==> src/rtl/assert_macros.svh <==
// Assertion macros shared by the RTL files that carry checks.
`ifndef ASSERT_MACROS_SVH
`define ASSERT_MACROS_SVH

`ifndef SYNTH
// Property must hold at every clock edge outside reset
`define ASSERT_PROP(label, clk, rst_n, prop) \
    label: assert property (@(posedge clk) disable iff (!rst_n) prop) \
        else $error("assertion failed");
// Expression must never be true outside reset
`define ASSERT_NEVER(label, clk, rst_n, expr) \
    `ASSERT_PROP(label, clk, rst_n, !(expr))
`else
`define ASSERT_PROP(label, clk, rst_n, prop)
`define ASSERT_NEVER(label, clk, rst_n, expr)
`endif

`endif

==> src/rtl/ptpia_pkg.sv <==
// Shared types, constants and lookup functions of the point-to-plane accumulator.
package ptpia_pkg;

    localparam int NUM_ENTRIES = 21;
    localparam int IDX_W       = 5;
    localparam int H_IDX_W     = 3;
    localparam int COORD_W     = 18;
    localparam int H_W         = 23;          // rounded cross term, Q.16
    localparam int PROD_W      = 2 * H_W;
    localparam int ROUND_SH    = 14;          // Q.30 -> Q.16
    localparam int ROUND_ADD   = 1 << (ROUND_SH - 1);
    localparam int IN_DATA_W   = 112;         // six coordinates, padded to bytes
    localparam int OUT_DATA_W  = 64;
    localparam int OUT_USER_W  = 6;
    localparam logic [IDX_W-1:0] LAST_IDX    = 5'd20;
    localparam logic [IDX_W-1:0] CROSS_STEPS = 5'd6;
    localparam logic [IDX_W-1:0] OUTER_STEPS = 5'd21;

    typedef enum logic [1:0] {
        MUL_NONE,
        MUL_CROSS,
        MUL_OUTER
    } t_mul_op;

    // Controller to datapath commands
    typedef struct packed {
        logic               load;
        t_mul_op            mul_op;
        logic [IDX_W-1:0]   mul_idx;
        logic               cross_keep;
        logic               cross_wr;
        logic [H_IDX_W-1:0] cross_idx;
        logic               acc_wr;
        logic               emit;
        logic [IDX_W-1:0]   wr_idx;
    } t_cmd;

    // Datapath to controller status
    typedef struct packed {
        logic out_free;
    } t_status;

    // Row of upper-triangle entry k (row-major)
    function automatic logic [H_IDX_W-1:0] entry_row(input logic [IDX_W-1:0] k);
        logic [H_IDX_W-1:0] r;
        unique case (k) inside
            [5'd0:5'd5]:   r = 3'd0;
            [5'd6:5'd10]:  r = 3'd1;
            [5'd11:5'd14]: r = 3'd2;
            [5'd15:5'd17]: r = 3'd3;
            [5'd18:5'd19]: r = 3'd4;
            5'd20:         r = 3'd5;
            default:       r = 3'd0;
        endcase
        return r;
    endfunction

    // Column of upper-triangle entry k
    function automatic logic [H_IDX_W-1:0] entry_col(input logic [IDX_W-1:0] k);
        logic [H_IDX_W-1:0] c;
        unique case (k) inside
            [5'd0:5'd5]:   c = H_IDX_W'(k);
            [5'd6:5'd10]:  c = H_IDX_W'(k - 5'd5);
            [5'd11:5'd14]: c = H_IDX_W'(k - 5'd9);
            [5'd15:5'd17]: c = H_IDX_W'(k - 5'd12);
            [5'd18:5'd19]: c = H_IDX_W'(k - 5'd14);
            5'd20:         c = 3'd5;
            default:       c = 3'd0;
        endcase
        return c;
    endfunction

    // Point component of cross product step j (pairs give minuend, subtrahend)
    function automatic logic [1:0] cross_pt_sel(input logic [2:0] j);
        logic [1:0] s;
        unique case (j)
            3'd0:    s = 2'd1;
            3'd1:    s = 2'd2;
            3'd2:    s = 2'd2;
            3'd3:    s = 2'd0;
            3'd4:    s = 2'd0;
            3'd5:    s = 2'd1;
            default: s = 2'd0;
        endcase
        return s;
    endfunction

    // Normal component of cross product step j
    function automatic logic [1:0] cross_nm_sel(input logic [2:0] j);
        logic [1:0] s;
        unique case (j)
            3'd0:    s = 2'd2;
            3'd1:    s = 2'd1;
            3'd2:    s = 2'd0;
            3'd3:    s = 2'd2;
            3'd4:    s = 2'd1;
            3'd5:    s = 2'd0;
            default: s = 2'd0;
        endcase
        return s;
    endfunction

endpackage

==> src/rtl/ptpia_ctrl.sv <==
// Sequencer: steps the shared multiplier through cross and outer product, then readout.
module ptpia_ctrl (
    input  logic               i_clk,
    input  logic               i_rst_n,
    input  logic               i_in_valid,
    output logic               o_in_ready,
    input  logic               i_in_usable,
    input  logic               i_in_last,
    input  ptpia_pkg::t_status i_status,
    output ptpia_pkg::t_cmd    o_cmd
);

    typedef enum logic [1:0] {
        S_IDLE,
        S_CROSS,
        S_OUTER,
        S_EMIT
    } t_state;

    t_state                      r_state, n_state;
    logic [ptpia_pkg::IDX_W-1:0] r_cnt, n_cnt;
    logic                        r_last, n_last;
    logic                        in_ready;
    ptpia_pkg::t_cmd             cmd;

    // Next state and command decode
    always_comb begin
        n_state         = r_state;
        n_cnt           = r_cnt;
        n_last          = r_last;
        in_ready        = 1'b0;
        cmd             = '0;
        cmd.mul_op      = ptpia_pkg::MUL_NONE;
        unique case (r_state)
            S_IDLE: begin
                in_ready = 1'b1;
                cmd.load = i_in_valid;
                if (i_in_valid) begin
                    n_last = i_in_last;
                    n_cnt  = '0;
                    if (i_in_usable) begin
                        n_state = S_CROSS;
                    end else if (i_in_last) begin
                        n_state = S_EMIT;
                    end
                end
            end
            S_CROSS: begin
                // products issue on steps 0..5, pairs combine on steps 2, 4 and 6
                if (r_cnt < ptpia_pkg::CROSS_STEPS) begin
                    cmd.mul_op  = ptpia_pkg::MUL_CROSS;
                    cmd.mul_idx = r_cnt;
                end
                cmd.cross_keep = r_cnt[0];
                if (r_cnt != '0 && !r_cnt[0]) begin
                    cmd.cross_wr  = 1'b1;
                    cmd.cross_idx = ptpia_pkg::H_IDX_W'((r_cnt >> 1) - 5'd1);
                end
                if (r_cnt == ptpia_pkg::CROSS_STEPS) begin
                    n_state = S_OUTER;
                    n_cnt   = '0;
                end else begin
                    n_cnt = r_cnt + 5'd1;
                end
            end
            S_OUTER: begin
                // product of entry k issues at step k, accumulates at step k+1
                if (r_cnt < ptpia_pkg::OUTER_STEPS) begin
                    cmd.mul_op  = ptpia_pkg::MUL_OUTER;
                    cmd.mul_idx = r_cnt;
                end
                if (r_cnt != '0) begin
                    cmd.acc_wr = 1'b1;
                    cmd.wr_idx = r_cnt - 5'd1;
                end
                if (r_cnt == ptpia_pkg::OUTER_STEPS) begin
                    n_state = r_last ? S_EMIT : S_IDLE;
                    n_cnt   = '0;
                end else begin
                    n_cnt = r_cnt + 5'd1;
                end
            end
            S_EMIT: begin
                if (i_status.out_free) begin
                    cmd.emit   = 1'b1;
                    cmd.wr_idx = r_cnt;
                    if (r_cnt == ptpia_pkg::LAST_IDX) begin
                        n_state = S_IDLE;
                        n_cnt   = '0;
                    end else begin
                        n_cnt = r_cnt + 5'd1;
                    end
                end
            end
            default: begin
                n_state = S_IDLE;
            end
        endcase
    end

    // State registers
    always_ff @(posedge i_clk) begin
        if (!i_rst_n) begin
            r_state <= S_IDLE;
            r_cnt   <= '0;
            r_last  <= 1'b0;
        end else begin
            r_state <= n_state;
            r_cnt   <= n_cnt;
            r_last  <= n_last;
        end
    end

    assign o_in_ready = in_ready;
    assign o_cmd      = cmd;

endmodule

==> config.mk <==
export PLATFORM = sky130hd
export DESIGN_NAME = ptpia_ctrl
export DESIGN_NICKNAME = d
export VERILOG_FILES = /design/src/rtl/assert_macros.svh /design/src/rtl/ptpia_pkg.sv /design/src/rtl/ptpia_ctrl.sv
export SDC_FILE = /design/constraint.sdc
export NUM_CORES = 1
export LEC_CHECK = 0
export BUFFER_PORTS_ARGS = -buffer_cell sky130_fd_sc_hd__buf_2
export CORE_ASPECT_RATIO = 1.1
export CORE_UTILIZATION = 28
export CTS_BUF_LIST = sky130_fd_sc_hd__clkbuf_8
export DETAILED_ROUTE_END_ITERATION = 8
export SETUP_SLACK_MARGIN = 0.4
export SYNTH_ARGS = -nofsm -noshare
export SYNTH_HDL_FRONTEND = slang
export SYNTH_SLANG_ARGS = --single-unit
==> constraint.sdc <==
create_clock -name i_clk -period 1.9 [get_ports i_clk]
set_input_delay 0.19 -clock i_clk [delete_from_list [all_inputs] [get_ports i_clk]]
set_output_delay 0.19 -clock i_clk [all_outputs]
set_load 0.02 [all_outputs]
======== After elaboration in Yosys (flattened, before gate mapping) ========
Index checks and enable logic that the tools add are counted.
operators by class
  muxes and demuxes ....................... 28
  equal/unequal tests ..................... 12
  $lt $le $gt $ge ......................... 2
  reduce and logical (&&, ||, !) cells .... 7
  add/subtract/negate cells ............... 3
operator list
  cell                                                                           count
  5-bit 2-to-1 mux                                                               7
  5-bit case mux with 4 select lines                                             1
  2-bit 2-to-1 mux                                                               8
  7-bit case mux with 2 select lines                                             1
  6-bit 2-to-1 mux                                                               2
  5-bit equality test (second input constant)                                    2
  2-bit inequality test (second input constant)                                  5
  5-bit case mux with 2 select lines                                             1
  2-bit case mux with 4 select lines                                             1
  7-bit 2-to-1 mux                                                               1
  6-bit AND reduction                                                            1
  5-bit by 1-bit adder with 5-bit output (second input constant)                 1
  5-bit by 3-bit equality test with 1-bit output (second input constant)         1
  5-bit by 3-bit less-than comparator with 1-bit output (second input constant)  1
  5-bit less-than comparator (second input constant)                             1
  1-bit 2-to-1 mux                                                               5
  5-bit nonzero test                                                             1
  5-bit by 1-bit subtractor with 5-bit output (second input constant)            1
  2-bit equality test (second input constant)                                    2
  4-bit 2-to-1 mux                                                               1
  2-bit AND reduction                                                            2
  3-bit inequality test (second input constant)                                  1
  3-bit by 1-bit subtractor with 3-bit output (second input constant)            1
  2-bit by 1-bit equality test with 1-bit output (second input constant)         1
  3 further kinds                                                                3
word-level totals
  word-level logic and storage cells ...... 55
  output and inout bits ................... 21
  register bits ........................... 8
  input bits .............................. 6

======== Longest topological paths before layout ========
  depth in word-level cells ............... 4
  mapped depth ............................ 7
  depth with buffers taken out ............ 7

======== Least setup slack after synthesis ========
OpenSTA, ideal clock, no wires.
  path type ............................... register -> output
  start ................................... register r_cnt[1] in the netlist's numbering
  end ..................................... output port o_cmd[12] in the netlist's numbering
  data arrival time ....................... 1747 ps
  slack ................................... -37 ps
  path buffers ............................ 0
  stages on the path, launching flop included .. 7
  required time ........................... 1710 ps
  cells stage by stage .................... dfxtp_1 > inv_1 > ha_1 > a211o_1 > a21boi_0 > o21ai_0 > nor2_1
RTL lines
  element                 RTL line           source
  start, declared         ptpia_ctrl.sv:21   logic [ptpia_pkg::IDX_W-1:0] r_cnt, n_cnt;
  start signal, assigned  ptpia_ctrl.sv:109  r_cnt <= n_cnt;
  end, declared           ptpia_ctrl.sv:10   output ptpia_pkg::t_cmd o_cmd

==> metrics.csv <==
metric,value,unit
violations,negative setup slack,
dieArea,3310,um2
relSlewSlack,80.1,%
ir_drop,0.666,mV
syn2layout_area_growth,80.1,%
cts_htree_levels,1,
r2r_setup_slack,0.14,ns
cap_violations,0,
synth-xor-area-share,1.01,%
crit_path_cell_trace,clkinv_4 > ha_4 > or4b_4 > nand2_8 > a21oi_4 > o21ai_2 > o31ai_4 > buf_6,
drc_errors,0,
dieWidth,54.9,um
syn_inst,115,
dp.final_hpwl,1960,um
ant_nets,0,
clk_pin_slew,0.04,ns
synthMuxAreaShare,1.16,%
fin_crit,1.98,ns
cp.arrival,1.79,ns
finalHoldViolations,0,
grt_pass1_wl,4310,um
grt_pass1_vias,968,
hold_depth,3,
cp_slowest_cell,or4b_4,
setup_viol,9,
startpoint_type,flop,
fp.dieH,60.2,um
crit_type,flop to primary output,
grt_max_degree,11,
stdcell_count,196,
wl_met1,1160,um
n_antenna_cell,0,
drt_iter0_drc,24,
regToRegStartpoint,r_cnt[1]$_SDFFE_PN0P_,
dpl_worst_slack,0.0502,ns
avgSynthCellArea,7.51,um2
fmax,506,MHz
power-per-cell-area,846,nW/um2
rr_endpoint,r_state[1]$_SDFFE_PN0P_,
critPathMaxStageDelay,0.50,ns
viasPerCell,5.24,
cp-end-kind,primary output,
slew_violations,0,
ys_seq_area_share,18.6,%
fin_setup_tns,-0.257,ns
wl_met2,1370,um
hp-class,input port to flop,
initial_utilization,30.3,%
final_util,54.5,%
core_area,2850,um2
antenna_found_initial,0,
crit_buf_inv,2,
drive_above_1_share,59.5,%
final_cell_mix,"buf_4, buf_2, nand2_1, buf_6",
hold-path-endpoint,r_last$_SDFFE_PN0P_,
ys_ff_latch,8,
finClkSkew,0.00456,ns
dr_wl_met3,107,um
rows,20,
overflow,0,
dr_total_vias,1028,
worst_pin_slew,0.297,ns
period_share,104,%
hold_slack,0.226,ns
drt-pass1-iter-count,4,
required,1.71,ns
synthesis.area,863,um2
synth_top_family_by_area,simple AND/OR/NAND/NOR gates,
cp_top_family,simple AND/OR/NAND/NOR gates,
placed_cells,179,
cts_tree,done,
io_buffers,26,
clkLatencyLatePin,0.23,ns
cts-root-buf,clkbuf_8,
highest_layer,met4,
fin_ws,-0.0767,ns
worstRegToRegCells,8,
crit_fanout,6,
io_pins,27,
synth_simple_gate_area_share,29.9,%
final_common_cell,buf_4,
routedWlPerCell,14.0,um
synthAdderAreaFrac,20.3,%
syn-num-nets,135,
clk_path_buf_depth,2,
routabilityCongestion,0.801,
yosysWarnings,0,
synth_compound_area_share,22.2,%
cts_hold_buf,0,
hp-start,i_in_last,
synth_cell_types,35,
cts_buffers,3,
track_usage,18.3,%
rsz0062_at_grt,yes,
leakagePower,0.659,nW
fin_nets,184,
drt_wl_total,2750,um
status,finished with violations,
cts.sinks,8,
==> per-stage QoR <==
| stage | instance area, um2 | total power, mW |
|---|---|---|
| finish | 1560 | 1.32 |
| global route | 1560 | 1.40 |
| CTS | 1480 | 1.27 |
| detailed placement | 1210 | 0.884 |
| global placement | 1210 | 0.882 |
| floorplan | 995 | 0.720 |
==> flip-flops by register name (all words and copies together), names as in the netlist <==
name	count
r_last	1
r_cnt	5
r_state	2
==> cell families (layout without fill, tap and decap cells) <==
kind of cell	Yosys count	count (layout)
adder cells (fa/ha/maj)	14	14
AO/OA/AOI/OAI	30	30
buffers and inverters	14	62
XOR/XNOR	1	1
AND/OR/NAND/NOR	47	47
flip-flops	8	8
multiplexers	1	1
==> Yosys cell counts (all sizes together) <==
master | instances | share of area (%)
a211o | 2 | 2.0
a211oi | 3 | 2.6
a21boi | 1 | 0.87
a21oi | 7 | 4.1
a2bb2oi | 2 | 2.8
and2 | 6 | 4.3
and3 | 3 | 2.5
and3b | 1 | 1.2
and4 | 1 | 1.0
buf | 1 | 1.3
clkbuf | 2 | 0.87
clkinv | 1 | 0.43
dfxtp | 8 | 19
ha | 14 | 20
inv | 10 | 4.3
mux2i | 1 | 1.2
nand2 | 12 | 5.5
nand3 | 6 | 3.5
nand4 | 1 | 1.4
nand4bb | 1 | 1.3
nor2 | 10 | 4.3
nor3 | 2 | 1.2
nor4 | 1 | 0.73
nor4b | 1 | 1.0
o21ai | 11 | 6.4
o22a | 1 | 1.0
o22ai | 1 | 0.73
o31ai | 2 | 1.7
or3 | 1 | 0.73
or4b | 1 | 1.2
xnor2 | 1 | 1.0
==> layer usage <==
layer / vias to the layer above / track usage, %
li1: 502 / -
met1: 478 / 19.7
met2: 36 / 33.4
met3: 12 / 3.05
met4: 0 / 8.93
met5: - / 0
==> cell type report <==
| cell class | instances | area, um2 |
|---|---|---|
| Clock buffer | 3 | 41.3 |
| Clock inverter | 1 | 3.75 |
| Fill cell | 259 | 1300 |
| Inverter | 11 | 51.3 |
| Multi-Input combinational cell | 93 | 880 |
| Sequential cell | 8 | 174 |
| Tap cell | 33 | 41.3 |
| Timing Repair Buffer | 47 | 364 |
==> power breakdown <==
part           leakage (nW)  switching, mW  internal (mW)
registers            0.0681         0.0347          0.201
clock network        0.0269         0.0720          0.140
logic                 0.564          0.486          0.382
total                 0.659          0.593          0.723
==> how the worst max path moves through the flow <==
stage | startpoint | to | slack, ns | cells after the start
after floorplan | r_cnt[0]$_SDFFE_PN0P_ | o_cmd[4] | 0.24 | 7
after global placement | r_cnt[1]$_SDFFE_PN0P_ | o_cmd[4] | 0.09 | 8
after detailed placement | r_cnt[1]$_SDFFE_PN0P_ | o_cmd[4] | 0.05 | 8
after CTS | r_cnt[1]$_SDFFE_PN0P_ | o_cmd[4] | -0.09 | 8
after global routing | r_cnt[0]$_SDFFE_PN0P_ | o_cmd[4] | -0.13 | 8
final | r_cnt[1]$_SDFFE_PN0P_ | o_cmd[4] | -0.08 | 8
==> worst register-to-register path, stage by stage, from the launching register on <==
cell and delay (ns):
dfxtp_4 0.35, buf_4 0.13, buf_4 0.12, ha_2 0.17, nand4bb_1 0.13, a2bb2oi_2 0.21
nand4_2 0.18, a211o_1 0.27, a21oi_2 0.11
==> what timing repair did <==
item | CTS | global route
setup endpoints to repair | 26 | 26
resized for setup | 45 | 14
pin swaps | 19 | 11
cloned | 0 | 0
setup buffers | 10 | 3
No activity file was read; power rests on OpenSTA's default activity.
